<file path="src/hdl/csm_pkg.sv">
// ----------------------------------------------------------------------------
// Clock set menu package
// Request and result types, menu state codes and calendar helpers.
// ----------------------------------------------------------------------------
package csm_pkg;

  localparam logic [2:0] MENU_RUN     = 3'd0;
  localparam logic [2:0] MENU_HOURS   = 3'd1;
  localparam logic [2:0] MENU_MINUTES = 3'd2;
  localparam logic [2:0] MENU_SECONDS = 3'd3;
  localparam logic [2:0] MENU_MONTH   = 3'd4;
  localparam logic [2:0] MENU_DATE    = 3'd5;
  localparam logic [2:0] MENU_YEAR    = 3'd6;
  localparam logic [2:0] MENU_UNUSED  = 3'd7;

  localparam logic [3:0] MONTH_FEB = 4'd2;
  localparam logic [3:0] MONTH_APR = 4'd4;
  localparam logic [3:0] MONTH_JUN = 4'd6;
  localparam logic [3:0] MONTH_SEP = 4'd9;
  localparam logic [3:0] MONTH_NOV = 4'd11;

  typedef struct packed {
    logic [5:0] read_seconds;
    logic [5:0] read_minutes;
    logic [4:0] read_hours;
    logic [4:0] read_date;
    logic [3:0] read_month;
    logic [6:0] read_year;
    logic       mode_press;
    logic       up_press;
  } csm_req_t;

  typedef struct packed {
    logic [2:0] shown_state;
    logic [5:0] out_seconds;
    logic [5:0] out_minutes;
    logic [4:0] out_hours;
    logic [4:0] out_date;
    logic [3:0] out_month;
    logic [6:0] out_year;
    logic       write_strobe;
    logic       clear_display;
  } csm_res_t;

  typedef struct packed {
    logic [2:0] menu;
    logic [4:0] hours;
    logic [4:0] date;
    logic [3:0] month;
    logic [6:0] year;
  } csm_state_t;

  function automatic logic csm_short_month(input logic [3:0] month);
    return (month == MONTH_APR) || (month == MONTH_JUN) ||
           (month == MONTH_SEP) || (month == MONTH_NOV);
  endfunction

  function automatic logic [4:0] csm_month_len(input logic [3:0] month,
                                               input logic [6:0] year);
    logic [4:0] len;
    if (month == MONTH_FEB) begin
      len = (year[1:0] == 2'b00) ? 5'd29 : 5'd28;
    end else if (csm_short_month(month)) begin
      len = 5'd30;
    end else begin
      len = 5'd31;
    end
    return len;
  endfunction

endpackage

</file>
<file path="src/hdl/csm_step.sv">
// ----------------------------------------------------------------------------
// Clock set menu step
// Next menu state, shadow record and result for one request.
// ----------------------------------------------------------------------------
module csm_step import csm_pkg::*; (
  input  csm_req_t   req_i,
  input  csm_state_t state_i,
  output csm_state_t state_o,
  output csm_res_t   res_o
);

  logic [2:0] prev;
  logic [5:0] sec;
  logic [5:0] min;
  logic       wr;
  logic       clr;
  logic [5:0] hrs_inc;
  logic [6:0] min_inc;
  logic [3:0] mon_mod;
  logic [4:0] day_len;
  logic [4:0] day_mod;
  logic [7:0] yr_inc;
  logic [4:0] run_len;

  always_comb begin
    prev    = state_i.menu;
    sec     = req_i.read_seconds;
    min     = req_i.read_minutes;
    wr      = 1'b0;
    clr     = 1'b0;
    state_o = state_i;

    hrs_inc = {1'b0, state_i.hours} + 6'd1;
    min_inc = {1'b0, req_i.read_minutes} + 7'd1;
    mon_mod = (state_i.month >= 4'd12) ? state_i.month - 4'd12 : state_i.month;
    day_len = csm_month_len(state_i.month, state_i.year);
    day_mod = (state_i.date >= day_len) ? state_i.date - day_len : state_i.date;
    yr_inc  = {1'b0, state_i.year} + 8'd1;
    run_len = csm_month_len(req_i.read_month, req_i.read_year);

    if (prev == MENU_RUN || prev == MENU_UNUSED) begin
      state_o.hours = req_i.read_hours;
      state_o.date  = req_i.read_date;
      state_o.month = req_i.read_month;
      state_o.year  = req_i.read_year;
      if (req_i.read_hours == 5'd0 && req_i.read_minutes == 6'd0 &&
          req_i.read_seconds == 6'd0 &&
          (req_i.read_month == MONTH_FEB || csm_short_month(req_i.read_month)) &&
          req_i.read_date > run_len) begin
        state_o.month = req_i.read_month + 4'd1;
        state_o.date  = 5'd1;
        wr            = 1'b1;
      end
      state_o.menu = req_i.mode_press ? MENU_HOURS : MENU_RUN;
    end else if (req_i.mode_press) begin
      if (prev == MENU_YEAR) begin
        state_o.menu = MENU_RUN;
        clr          = 1'b1;
      end else begin
        state_o.menu = prev + 3'd1;
      end
    end else if (req_i.up_press) begin
      wr = 1'b1;
      unique case (prev)
        MENU_HOURS: begin
          state_o.hours = (hrs_inc >= 6'd24) ? 5'(hrs_inc - 6'd24) : hrs_inc[4:0];
        end
        MENU_MINUTES: begin
          min = (min_inc >= 7'd60) ? 6'(min_inc - 7'd60) : min_inc[5:0];
        end
        MENU_SECONDS: begin
          sec = 6'd0;
        end
        MENU_MONTH: begin
          state_o.month = mon_mod + 4'd1;
        end
        MENU_DATE: begin
          state_o.date = day_mod + 5'd1;
        end
        default: begin
          state_o.year = (yr_inc >= 8'd100) ? 7'(yr_inc - 8'd100) : yr_inc[6:0];
        end
      endcase
    end

    res_o.shown_state   = prev;
    res_o.out_seconds   = sec;
    res_o.out_minutes   = min;
    res_o.out_hours     = state_o.hours;
    res_o.out_date      = state_o.date;
    res_o.out_month     = state_o.month;
    res_o.out_year      = state_o.year;
    res_o.write_strobe  = wr;
    res_o.clear_display = clr;
  end

endmodule

</file>
<file path="src/hdl/clock_set_menu_controller_top.sv">
// ----------------------------------------------------------------------------
// Clock set menu controller
// Steps the seven-state time set menu once per clock poll request.
// ----------------------------------------------------------------------------
// One request is taken per cycle while the input is ready: the request is
// registered, then one pass of the step logic against the menu state and
// shadow record fills the result register. Back-pressure on the result side
// stalls both stages; the input is ready whenever the request stage is empty
// or moving on.
module clock_set_menu_controller_top import csm_pkg::*; (
  input  logic     clk_i,
  input  logic     rst_ni,
  input  logic     in_valid_i,
  output logic     in_ready_o,
  input  csm_req_t in_req_i,
  output logic     out_valid_o,
  input  logic     out_ready_i,
  output csm_res_t out_res_o
);

  csm_req_t   req_q;
  logic       req_valid_q;
  csm_res_t   res_q;
  csm_res_t   res_d;
  logic       res_valid_q;
  csm_state_t state_q;
  csm_state_t state_d;
  logic       res_free;
  logic       step_en;

  assign res_free   = !res_valid_q || out_ready_i;
  assign step_en    = req_valid_q && res_free;
  assign in_ready_o = !req_valid_q || res_free;

  csm_step u_step (
    .req_i   (req_q),
    .state_i (state_q),
    .state_o (state_d),
    .res_o   (res_d)
  );

  always_ff @(posedge clk_i or negedge rst_ni) begin
    if (!rst_ni) begin
      req_valid_q <= 1'b0;
      res_valid_q <= 1'b0;
      state_q     <= '{menu: MENU_RUN, hours: 5'd0, date: 5'd1, month: 4'd1,
                       year: 7'd0};
    end else begin
      if (in_ready_o) begin
        req_valid_q <= in_valid_i;
      end
      if (res_free) begin
        res_valid_q <= req_valid_q;
      end
      if (step_en) begin
        state_q <= state_d;
      end
    end
  end

  always_ff @(posedge clk_i) begin
    if (in_ready_o && in_valid_i) begin
      req_q <= in_req_i;
    end
    if (step_en) begin
      res_q <= res_d;
    end
  end

  assign out_valid_o = res_valid_q;
  assign out_res_o   = res_q;

  assert property (@(posedge clk_i) disable iff (!rst_ni)
    state_q.menu != MENU_UNUSED)
    else $error("menu state left the defined range");

  assert property (@(posedge clk_i) disable iff (!rst_ni)
    out_valid_o && out_res_o.clear_display |-> out_res_o.shown_state == MENU_YEAR)
    else $error("display clear outside year edit");

  assert property (@(posedge clk_i) disable iff (!rst_ni)
    out_valid_o |-> !(out_res_o.clear_display && out_res_o.write_strobe))
    else $error("write and display clear together");

  assert property (@(posedge clk_i) disable iff (!rst_ni)
    out_valid_o && out_res_o.write_strobe && out_res_o.shown_state == MENU_RUN
    |-> out_res_o.out_date == 5'd1)
    else $error("run state write without date correction");

  assert property (@(posedge clk_i) disable iff (!rst_ni)
    !step_en |=> $stable(state_q))
    else $error("menu record changed without a request");

endmodule

</file>
<file path="config.mk">
export PLATFORM = sky130hd
export DESIGN_NAME = clock_set_menu_controller_top
export DESIGN_NICKNAME = d
export VERILOG_FILES = /design/src/hdl/csm_pkg.sv /design/src/hdl/csm_step.sv /design/src/hdl/clock_set_menu_controller_top.sv
export SDC_FILE = /design/constraint.sdc
export NUM_CORES = 1
export LEC_CHECK = 0
export ABC_CLOCK_PERIOD_IN_PS = 3090
export BUFFER_PORTS_ARGS = -buffer_cell sky130_fd_sc_hd__buf_2
export CAP_MARGIN = 20
export CORE_ASPECT_RATIO = 0.75
export CORE_MARGIN = 1
export CORE_UTILIZATION = 54
export CTS_BUF_LIST = sky130_fd_sc_hd__clkbuf_8
export CTS_CLUSTER_SIZE = 8
export DETAILED_ROUTE_END_ITERATION = 8
export GPL_ROUTABILITY_DRIVEN = 0
export PLACE_DENSITY = 0.79
export SLEW_MARGIN = 20
export SYNTH_ARGS = -nofsm -noshare
export SYNTH_HDL_FRONTEND = slang
export SYNTH_SLANG_ARGS = --single-unit
</file>
<file path="constraint.sdc">
create_clock -name clk_i -period 3.09 [get_ports clk_i]
set_clock_uncertainty 0.2 [all_clocks]
set_input_delay 0.618 -clock clk_i [delete_from_list [all_inputs] [get_ports clk_i]]
set_output_delay 0.618 -clock clk_i [all_outputs]
set_load 0.1 [all_outputs]
</file>
==> key figures, run 1 <==
Run
  – Max cap viols: 0

Clock network
  – CTS Buffer Depth: 2
  – Clk slew on worst S/H paths: around 0.10 ns
  – Root Driver: clkbuf_8
  – Clk Latency, worst-skew pair: roughly 0.37 ns
  – CTS sink cnt: just under 100
  – # H-tree levels: 3
  – CTS tree: done
  – CTS buffer count: 9

Placement
  – HPWL after DPL: roughly 8.4 mm
  – Dpl cells: 717
  – DP Area: a little over 6000 um^2
  – Port Buffers: 78

Timing
  – Final Slew Violations: 0
  – Setup Viol. Count Final: 5
  – Worst Hold Slack: 0.0606 ns
  – Final worst setup slack: -0.152 ns
  – RSZ-0062 raised after global routing: true
  – Setup TNS: -0.509 ns
  – Fin crit share: 105%
  – Final Hold Vio Count: 0
  – Rel. slew slack: 53.4%
  – Maximum clock rate: around 300 MHz
  – Worst-Margin Slew: between 0.6 and 0.7 ns
  – Final min period: 3.24 ns

Layout
  – Most frequent cells in the layout: buf_2, edfxtp_1, nand2_1
  – Finished Cell Area: about 6400 um^2
  – Post-Layout Cell Count: 736
  – Area delta synth->final: 17.3%
  – Final Util: 65.9%
  – Commonest non-fill, non-tap cell in the layout: buf_2
  – Inserted Diodes: 0
  – Layout cells sized above 1: a little over a quarter
  – Final net count: about 670

Die
  – Die width: about 120 um
  – Die area: about 11000 um^2
  – Die Y: just under 90 um
  – Initial Utilization: 56.2%
  – Num ports: 79
  – Core Region: ~9700 um^2
  – Rows: 31

Logic synthesis
  – Number of flops mapped to enable cells by yosys: 73
  – Post-Syn Area: about 5500 um^2
  – Count of different cell masters after synthesis: 74
  – Largest cells by area after synthesis: edfxtp_1, dfrtp_1, ha_1, nand2_1, o21ai_0
  – Mapped Cells: 514
  – Seq/Total Area, Yosys: 52.0%
  – Synthesized Nets: 579
  – Avg Cell Area, Syn: around 11 um^2
  – Async SR Flop Fraction: 26.3%
  – Main synth FF type: edfxtp_1
  – #FFs+latches synth: about 100
  – Synth top area share: 40.1%
  – Synthesis warning total: 0
  – Post-synth top area cell: edfxtp_1

Route
  – Vias per cell: between 5 and 6
  – Initial drt markers: 367
  – Remaining DRCs: 0
  – Post-route ant nets: 0
  – WL/cell: approximately 17 um
  – Final WL: approximately 12 mm
  – Vias: approximately 4300
  – DR pass1 iterations: 5

Setup path
  – Worst R2R Path Depth: 16
  – Critical path required time: approximately 3.0 ns
  – Worst r2r dst: out_res_o[17]$_DFFE_PP_
  – Crit path kind: flop to flop
  – Crit end category: flop
  – Critical Path AT: around 3.2 ns
  – CP Max Fanout: 5
  – Reg-to-reg slack, setup: -0.15 ns
  – Reg-to-reg startpoint: state_q[7]$_DFFE_PN1P_
  – Setup crit start kind: flop

Power and ir drop
  – Leak: ~2.6 nW
  – Power per Cell Area: about 1000 nW/um^2
  – Max IR drop VDD: about 480 uV

Global route
  – First-pass GRT wire length: ~19 mm
  – Met1 Track Usage GR: between 30 and 40%
  – GR Util met3: under 10%
  – Overall Global Routing Usage: 23.5%
  – GR peak layer: met2
  – Grt met2 use: approximately 39%
  – Remaining Overflow, GRT: 0
  – Vias in the first global route: around 4000
  – Largest net degree at the start of global routing: 37
  – Antenna violations before repair: 0

Outcome
  – Status: finished, violations left
  – Failing checks: negative setup slack

Min path
  – Min-Delay Path Class: input pin to async pin
## area by class of cell
class | instances | area, um^2
clock buffers | 9 | 124
clock inverters | 6 | 66.3
fillers | 766 | 3320
inverters | 30 | 115
multi-input cells | 360 | 2530
flip-flops and latches | 99 | 2850
well taps | 132 | 165
repair buffers | 100 | 572
## worst max path at each step
| stage | to | start | slack [ns] |
|---|---|---|---|
| floorplan | state_q[15]$_DFFE_PN0P_ | state_q[7]$_DFFE_PN1P_ | 0.0002 |
| global placement | state_q[15]$_DFFE_PN0P_ | state_q[7]$_DFFE_PN1P_ | -0.09 |
| detailed placement | state_q[15]$_DFFE_PN0P_ | state_q[7]$_DFFE_PN1P_ | -0.23 |
| CTS | state_q[15]$_DFFE_PN0P_ | state_q[7]$_DFFE_PN1P_ | -0.13 |
| global route | out_res_o[17]$_DFFE_PP_ | state_q[7]$_DFFE_PN1P_ | -0.29 |
| finish | out_res_o[17]$_DFFE_PP_ | state_q[7]$_DFFE_PN1P_ | -0.15 |
## critical path, stage by stage, from the launching register on
cell and delay [ns]:
dfstp_2 0.60, inv_4 0.06, ha_4 0.16, o21ai_2 0.15, o21ai_2 0.07, o21ai_2 0.17, ha_1 0.17, nand2b_4 0.13
a21oi_4 0.06, nor3b_4 0.27, nor2_1 0.08, a21oi_1 0.15, ha_2 0.22, buf_6 0.12, a31oi_4 0.08, a21oi_2 0.20
o21ai_1 0.09
## metal layers
layer  wire, um  vias to the layer above
li1           -                     2060
met1       5380                     2043
met2       5660                      202
met3        918                       18
met4        208                        0
met5          0                        -
## repair_timing
| item | CTS | global route |
|---|---|---|
| buffers inserted | 1 | 3 |
| pin swaps | 12 | 13 |
| cloned | 0 | 0 |
| hold buffers | 0 | 0 |
| resized for setup | 6 | 18 |
| endpoints found under the setup margin | 6 | 16 |
## report_power, final
| group | switching [mW] | total, mW | internal (mW) |
|---|---|---|---|
| combinational | 2.27 | 3.34 | 1.06 |
| clock | 0.442 | 0.816 | 0.374 |
| sequential | 0.391 | 2.25 | 1.86 |
| total | 3.11 | 6.40 | 3.30 |
## through the flow
step | power [mW] | setup slack, ns
final | 6.40 | -0.152
after global routing | 6.75 | -0.289
after CTS | 6.28 | -0.135
after detailed placement | 5.42 | -0.235
after global placement | 5.31 | -0.0853
after floorplan | 4.73 | 0.000232
## registers in the layout, summed over array words and instances (netlist names)
signal / cells
out_res_o: 38
out_valid_o: 1
req_valid_q: 1
state_q: 24
req_q: 35
## kinds of logic after synthesis
| family | after synthesis | synth area share [%] |
|---|---|---|
| AND/OR/NAND/NOR | 180 | 17.1 |
| AO/OA/AOI/OAI | 123 | 15.0 |
| flip-flops | 99 | 52.0 |
| buffers and inverters | 55 | 4.23 |
| adder cells (fa/ha/maj) | 26 | 6.08 |
| multiplexers | 16 | 3.22 |
| XOR/XNOR | 15 | 2.40 |
## Yosys cell counts (4+ instances only)
cell type / instances
inv_1: 29
dfrtp_1: 24
nand3_1: 18
buf_2: 8
a211o_1: 4
and3_1: 6
nand2_1: 51
nor4b_1: 5
o31ai_1: 5
nand4_1: 5
and2_1: 5
o21ai_0: 36
ha_1: 25
or3_1: 4
edfxtp_1: 73
o211ai_1: 5
nor3_1: 10
nor4_1: 7
a21o_1: 6
a31oi_1: 8
nor2_1: 33
a21oi_1: 20
mux2i_1: 6
xnor2_1: 9
nand2b_1: 7
nor2b_1: 13
clkbuf_1: 13
mux2_2: 9
a211oi_1: 7
xor2_1: 6
No activity file was read; power rests on OpenSTA's default activity.
==> inputs of run 2 (changes only) <==
- RECOVER_POWER: default -> 100
==> run 2 against run 1 <==
Net effect:
- combinational power decreased by 2%
- first-iteration DRC count shrank 9.8%
- fmax up 0.38%
- the flow finishes with violations (max-capacitance violations, max-slew violations, negative setup slack)
- core utilization is 1.0 points lower
- register-to-register slack barely moved
- clock-buffer cell count unchanged
- hold slack improved by 0.15 ns
- worst setup slack improved by 0.012 ns
- cell count unchanged
- non-clock buffer count stayed put
- largest cell class unchanged
- critical path depth unchanged
- die area is the same
==> key figures, run 2 (synthesis gave the netlist of run 1 again) <==
Outcome
  – Status: finished, violations left (unchanged)
  – Failing checks: max-capacitance violations, max-slew violations, negative setup slack (was negative setup slack)

Layout
  – Final net count: 665 (unchanged)
  – Inserted Diodes: 0 (unchanged)
  – Max reg flops: 38 (unchanged)
  – Commonest non-fill, non-tap cell in the layout: edfxtp_1 (was buf_2)
  – Layout cells sized above 1: 19.2% (was 27.5%)
  – Most frequent cells in the layout: edfxtp_1, nand2_1, clkbuf_1 (was buf_2, edfxtp_1, nand2_1)
  – Finished Cell Area: 6320 um^2 (was 6420 um^2)
  – Final Util: 64.9% (was 65.9%)
  – Area delta synth->final: 15.5% (was 17.3%)

Timing
  – Fin crit share: 105% (about the same)
  – Maximum clock rate: 310 MHz (was 308 MHz)
  – Worst-Margin Slew: 1.67 ns (was 0.699 ns)
  – Final worst setup slack: -0.139 ns (was -0.152 ns)
  – Setup Viol. Count Final: 6 (was 5)
  – Worst Hold Slack: 0.215 ns (was 0.0606 ns)
  – RSZ-0062 raised after global routing: true (unchanged)
  – Final min period: 3.23 ns (was 3.24 ns)
  – Final Slew Violations: 63 (was 0)
  – Rel. slew slack: -11.2% (was 53.4%)
  – Final Hold Vio Count: 0 (unchanged)

Route
  – Post-route ant nets: 0 (unchanged)
  – DR pass1 iterations: 5 (unchanged)
  – Remaining DRCs: 0 (unchanged)
  – Initial drt markers: 331 (was 367)
  – Vias: 4327 (was 4323)
  – Final WL: 12.2 mm (about the same)
  – WL/cell: 16.6 um (was 16.5 um)
  – Vias per cell: 5.88 (was 5.87)

Die
  – Die area: 10500 um^2 (unchanged)
  – Core Region: 9740 um^2 (unchanged)
  – Rows: 31 (unchanged)
  – Die Y: 89.2 um (unchanged)
  – Die width: 118 um (unchanged)
  – Initial Utilization: 56.2% (unchanged)
  – Num ports: 79 (unchanged)

Clock network
  – Root Driver: clkbuf_8 (unchanged)
  – CTS tree: done (unchanged)
  – CTS Buffer Depth: 2 (unchanged)
  – CTS Hold Bufs: 0 (unchanged)
  – CTS sink cnt: 99 (unchanged)
  – # H-tree levels: 3 (unchanged)
  – Clk slew on worst S/H paths: 0.10 ns (about the same)
  – CTS buffer count: 9 (unchanged)
  – Clk Latency, worst-skew pair: 0.37 ns (about the same)

Power and ir drop
  – Int Pwr: 3.24 mW (was 3.30 mW)
  – Power per Cell Area: 1000 nW/um^2 (was 997 nW/um^2)
  – Flop pwr share: 35.5% (was 35.1%)
  – Sw Share: 49.0% (was 48.5%)
  – Combinational share of power: 51.7% (was 52.1%)
  – Leak: 2.49 nW (was 2.63 nW)
  – Clk pwr share: 12.8% (was 12.7%)
  – Max IR drop VDD: 477 uV (was 481 uV)
  – Psw: 3.11 mW (about the same)

Global route
  – Largest net degree at the start of global routing: 37 (unchanged)
  – Vias in the first global route: 3955 (unchanged)
  – First-pass GRT wire length: 19.0 mm (unchanged)
  – Overall Global Routing Usage: 23.5% (unchanged)
  – Remaining Overflow, GRT: 0 (unchanged)
  – Antenna violations before repair: 0 (unchanged)

Run
  – Max cap viols: 2 (was 0)

Placement
  – HPWL after DPL: 8.44 mm (unchanged)
  – DP Area: 6090 um^2 (unchanged)
  – Port Buffers: 78 (unchanged)

Setup path
  – CP Max Fanout: 5 (unchanged)
  – Setup crit start kind: flop (unchanged)
  – Critical Path AT: 3.14 ns (was 3.15 ns)
  – Crit end category: flop (unchanged)
  – Crit path kind: flop to flop (unchanged)
  – Critical path required time: 3.00 ns (about the same)

Min path
  – Min-Delay Path Class: input pin to flop (was input pin to async pin)
## run 2: cell count changes in the layout (fill, tap and decap cells not counted), sizes merged
cell    delta
clkbuf    +47
buf       -47
## run 2: power groups by stage
stage	clock, mW	combinational [mW]	sequential (mW)
after detailed placement	0	3.18	2.24
after global placement	0	3.09	2.22
after CTS	0.836	3.22	2.22
final	0.815	3.28	2.25
after global routing	0.880	3.51	2.30
after floorplan	0	1.65	3.08
## run 2: final timing paths
check | endpoint | cells after the start | from | slack (ns)
worst max register to register | out_res_o[17]$_DFFE_PP_ | 16 | state_q[7]$_DFFE_PN1P_ | -0.14
max in group asynchronous | state_q[8]$_DFFE_PN0P_ | 1 | rst_ni | 1.25
worst min register to register | out_valid_o$_DFFE_PN0P_ | 1 | req_valid_q$_DFFE_PN0N_ | 0.30
min in group asynchronous | state_q[15]$_DFFE_PN0P_ | 1 | rst_ni | 0.42
worst max-delay path | out_res_o[17]$_DFFE_PP_ | 16 | state_q[7]$_DFFE_PN1P_ | -0.14
worst min-delay path | req_q[24]$_DFFE_PP_ | 1 | in_req_i[24] | 0.21
## run 2: routing by layer
| metal | track usage [%] | share of wire, % | up-vias |
|---|---|---|---|
| met5 | 0 | 0 | - |
| met4 | 9.91 | 1.5 | 0 |
| met3 | 5.80 | 7.2 | 19 |
| met2 | 38.5 | 47 | 189 |
| met1 | 30.6 | 44 | 2058 |
| li1 | - | - | 2061 |
## run 2: what timing repair did
item,4_1_cts,5_1_grt
setup buffers,1,3
resized for setup,6,18
setup endpoints to repair,6,16
pin swaps,12,13
## run 2: per-stage QoR
stage               TNS [ns]  power (mW)  setup WS, ns  cells
finish                -0.517        6.35        -0.139    736
global route           -2.13        6.70        -0.289    736
CTS                   -0.297        6.28        -0.135    733
detailed placement    -0.582        5.42        -0.235    717
global placement      -0.164        5.31       -0.0853    717
floorplan                  0        4.73      0.000232    514
## run 2: final cells by class
type	instances	area (um^2)
inverter	30	115
tap	132	165
fill	795	3410
multi-input combinational	360	2520
timing repair buffer	100	487
clock inverter	6	66.3
sequential	99	2850
clock buffer	9	124
## run 2: worst max-delay path, stage by stage (launching register included)
cell and delay, ns:
dfstp_2 0.60, inv_4 0.06, ha_4 0.16, o21ai_2 0.15, o21ai_2 0.08, o21ai_2 0.17
ha_1 0.17, nand2b_4 0.13, a21oi_4 0.06, nor3b_4 0.26, nor2_1 0.08, a21oi_1 0.15
ha_2 0.22, buf_6 0.11, a31oi_4 0.08, a21oi_2 0.20, o21ai_1 0.08
==> inputs of run 3 (changes only) <==
- ABC_CLOCK_PERIOD_IN_PS: 3090 -> 3200
- CORE_UTILIZATION: 54 -> 60
- PLACE_DENSITY: 0.79 -> 0.88
- clock period: 3.09 -> 3.2 ns (I/O delays scaled with it)
==> run 3 against run 2 <==
Net effect:
- the flow finishes with violations (design-rule violations, max-capacitance violations, max-slew violations, negative setup slack)
- non-clock buffer count increased by 13
- core utilization increased by 9.5 points
- via count increased by 5.8%
- cell area increased by 1.6%
- flip-flop and latch count unchanged
- hold slack improved by 0.015 ns
- power increased by 0.63%
- sequential power decreased by 2%
- global-route usage increased by 4.9 points
- sequential share of layout area decreased by 0.72 points
- clock power decreased by 7.9%
- clock-buffer cell count unchanged
- highest routed layer unchanged
==> key figures, run 3 (synthesis gave the netlist of run 1 again) <==
Route
  – Vias per cell: 6.31 (was 5.88)
  – Final WL: 13.3 mm (was 12.2 mm)
  – WL/cell: 18.3 um (was 16.6 um)
  – DR pass1 iterations: 8 (was 5)
  – Vias: 4578 (was 4327)
  – Remaining DRCs: 2 (was 0)
  – Initial drt markers: 534 (was 331)
  – Post-route ant nets: 0 (unchanged)

Placement
  – HPWL after DPL: 8.34 mm (was 8.44 mm)
  – Dpl cells: 687 (was 717)
  – Port Buffers: 78 (unchanged)

Clock network
  – CTS buffer count: 9 (unchanged)
  – CTS sink cnt: 99 (unchanged)
  – CTS tree: done (unchanged)
  – Clk Latency, worst-skew pair: 0.38 ns (was 0.37 ns)
  – CTS Hold Bufs: 0 (unchanged)
  – Root Driver: clkbuf_8 (unchanged)
  – Clk slew on worst S/H paths: 0.11 ns (was 0.10 ns)
  – CTS Buffer Depth: 2 (unchanged)
  – # H-tree levels: 3 (unchanged)

Layout
  – Post-Layout Cell Count: 726 (was 736)
  – Max reg flops: 38 (unchanged)
  – Layout cells sized above 1: 22.8% (was 19.2%)
  – Area delta synth->final: 17.4% (was 15.5%)
  – Commonest non-fill, non-tap cell in the layout: edfxtp_1 (unchanged)
  – Final Util: 74.4% (was 64.9%)
  – Most frequent cells in the layout: edfxtp_1, nand2_1, clkbuf_1 (unchanged)
  – Final net count: 678 (was 665)
  – Inserted Diodes: 0 (unchanged)

Global route
  – Antenna violations before repair: 0 (unchanged)
  – Overall Global Routing Usage: 28.4% (was 23.5%)
  – First-pass GRT wire length: 20.7 mm (was 19.0 mm)
  – Remaining Overflow, GRT: 0 (unchanged)
  – Largest net degree at the start of global routing: 37 (unchanged)
  – Vias in the first global route: 4291 (was 3955)

Setup path
  – CP Max Fanout: 5 (unchanged)
  – Reg-to-reg slack, setup: -0.15 ns (was -0.14 ns)
  – Reg-to-reg startpoint: state_q[7]$_DFFE_PN1P_ (unchanged)
  – Setup crit start kind: flop (unchanged)
  – Crit end category: flop (unchanged)
  – Critical Path Start: state_q[7]$_DFFE_PN1P_ (unchanged)
  – Critical path required time: 3.28 ns (was 3.00 ns)
  – Crit path kind: flop to flop (unchanged)
  – Critical Path AT: 3.43 ns (was 3.14 ns)

Die
  – Rows: 29 (was 31)
  – Core Region: 8640 um^2 (was 9740 um^2)
  – Initial Utilization: 63.4% (was 56.2%)
  – Die area: 9510 um^2 (was 10500 um^2)
  – Num ports: 79 (unchanged)
  – Die Y: 84.7 um (was 89.2 um)
  – Die width: 112 um (was 118 um)

Power and ir drop
  – Max IR drop VDD: 489 uV (was 477 uV)
  – Leak: 2.55 nW (was 2.49 nW)
  – Power per Cell Area: 995 nW/um^2 (was 1000 nW/um^2)

Timing
  – Setup Viol. Count Final: 7 (was 6)
  – Final Slew Violations: 63 (unchanged)
  – Fin crit share: 105% (about the same)
  – Rel. slew slack: -10.6% (was -11.2%)
  – Maximum clock rate: 298 MHz (was 310 MHz)
  – Final Hold Vio Count: 0 (unchanged)
  – Final worst setup slack: -0.152 ns (was -0.139 ns)
  – Final min period: 3.35 ns (was 3.23 ns)
  – RSZ-0062 raised after global routing: true (unchanged)
  – Worst-Margin Slew: 1.66 ns (was 1.67 ns)

Min path
  – Min-Delay Path Class: input pin to flop (unchanged)
  – Hold path start: in_req_i[26] (was in_req_i[24])

Outcome
  – Status: finished, violations left (unchanged)
  – Failing checks: design-rule violations, max-capacitance violations, max-slew violations, negative setup slack (was max-capacitance violations, max-slew violations, negative setup slack)

Run
  – Max cap viols: 2 (unchanged)
-- run 3: changes by cell type in the layout (fill, tap and decap cells not counted), sizes merged --
cell	previous run	this run
buf	53	69
clkbuf	56	53
clkinv	1	3
bufinv	1	0
clkinvlp	1	2
inv	33	32
-- run 3: timing repair --
item / in CTS / in global routing
gates resized for setup: 23 / 18
setup endpoints to repair: 5 / 14
endpoints found under the hold margin: 0 / 0
pin swaps: 14 / 14
setup buffers: 19 / 5
-- run 3: layout make-up --
type                            instances  area, um^2
Multi-Input combinational cell        360        2540
Timing Repair Buffer                  113         603
Inverter                               30         113
Sequential cell                        99        2850
Fill cell                             593        2210
Tap cell                              108         135
Clock inverter                          7        61.3
Clock buffer                            9         124
-- run 3: per-stage QoR --
step | hold slack, ns | setup slack [ns] | setup TNS, ns | power (mW) | instance area (um^2)
final | 0.230 | -0.152 | -0.586 | 6.39 | 6420
after global routing | 0.204 | -0.230 | -1.30 | 6.68 | 6420
after CTS | 0.100 | -0.0385 | -0.0760 | 6.17 | 6390
after detailed placement | 0.282 | -0.246 | -0.618 | 5.16 | 5990
after global placement | 0.263 | -0.0389 | -0.0632 | 5.01 | 5990
after floorplan | 0.144 | 0.00198 | 0 | 4.51 | 5480
-- run 3: worst paths after layout --
check                                                to  cells after the start
max in group asynchronous        state_q[8]$_DFFE_PN0P_                      1
worst max-delay path            state_q[13]$_DFFE_PN0P_                     16
worst min register to register  out_valid_o$_DFFE_PN0P_                      1
worst max register to register  state_q[13]$_DFFE_PN0P_                     16
min in group asynchronous       state_q[13]$_DFFE_PN0P_                      1
worst min-delay path                req_q[26]$_DFFE_PP_                      1
-- run 3: layer usage --
layer | share of wire (%) | track usage, %
met4 | 3.5 | 12.8
met5 | 0 | 0
met1 | 41 | 37.7
met3 | 9.1 | 6.06
met2 | 46 | 45.6
-- run 3: worst max-delay path: stages, from the launching register on --
cell and delay (ns):
dfstp_2 0.61, buf_6 0.12, ha_4 0.15, nor2_2 0.05, o21ai_2 0.14, o21ai_2 0.08
ha_1 0.31, nand2b_4 0.13, a21oi_4 0.06, nor3b_4 0.32, nor2_1 0.11, nor2_1 0.13
ha_2 0.21, buf_6 0.11, o31a_1 0.14, o221ai_2 0.12, mux2_4 0.28
-- run 3: power by group --
part	internal, mW	switching, mW	leakage [nW]
clock network	0.293	0.458	0.0866
logic	1.11	2.32	1.45
registers	1.80	0.417	1.01
total	3.20	3.19	2.55
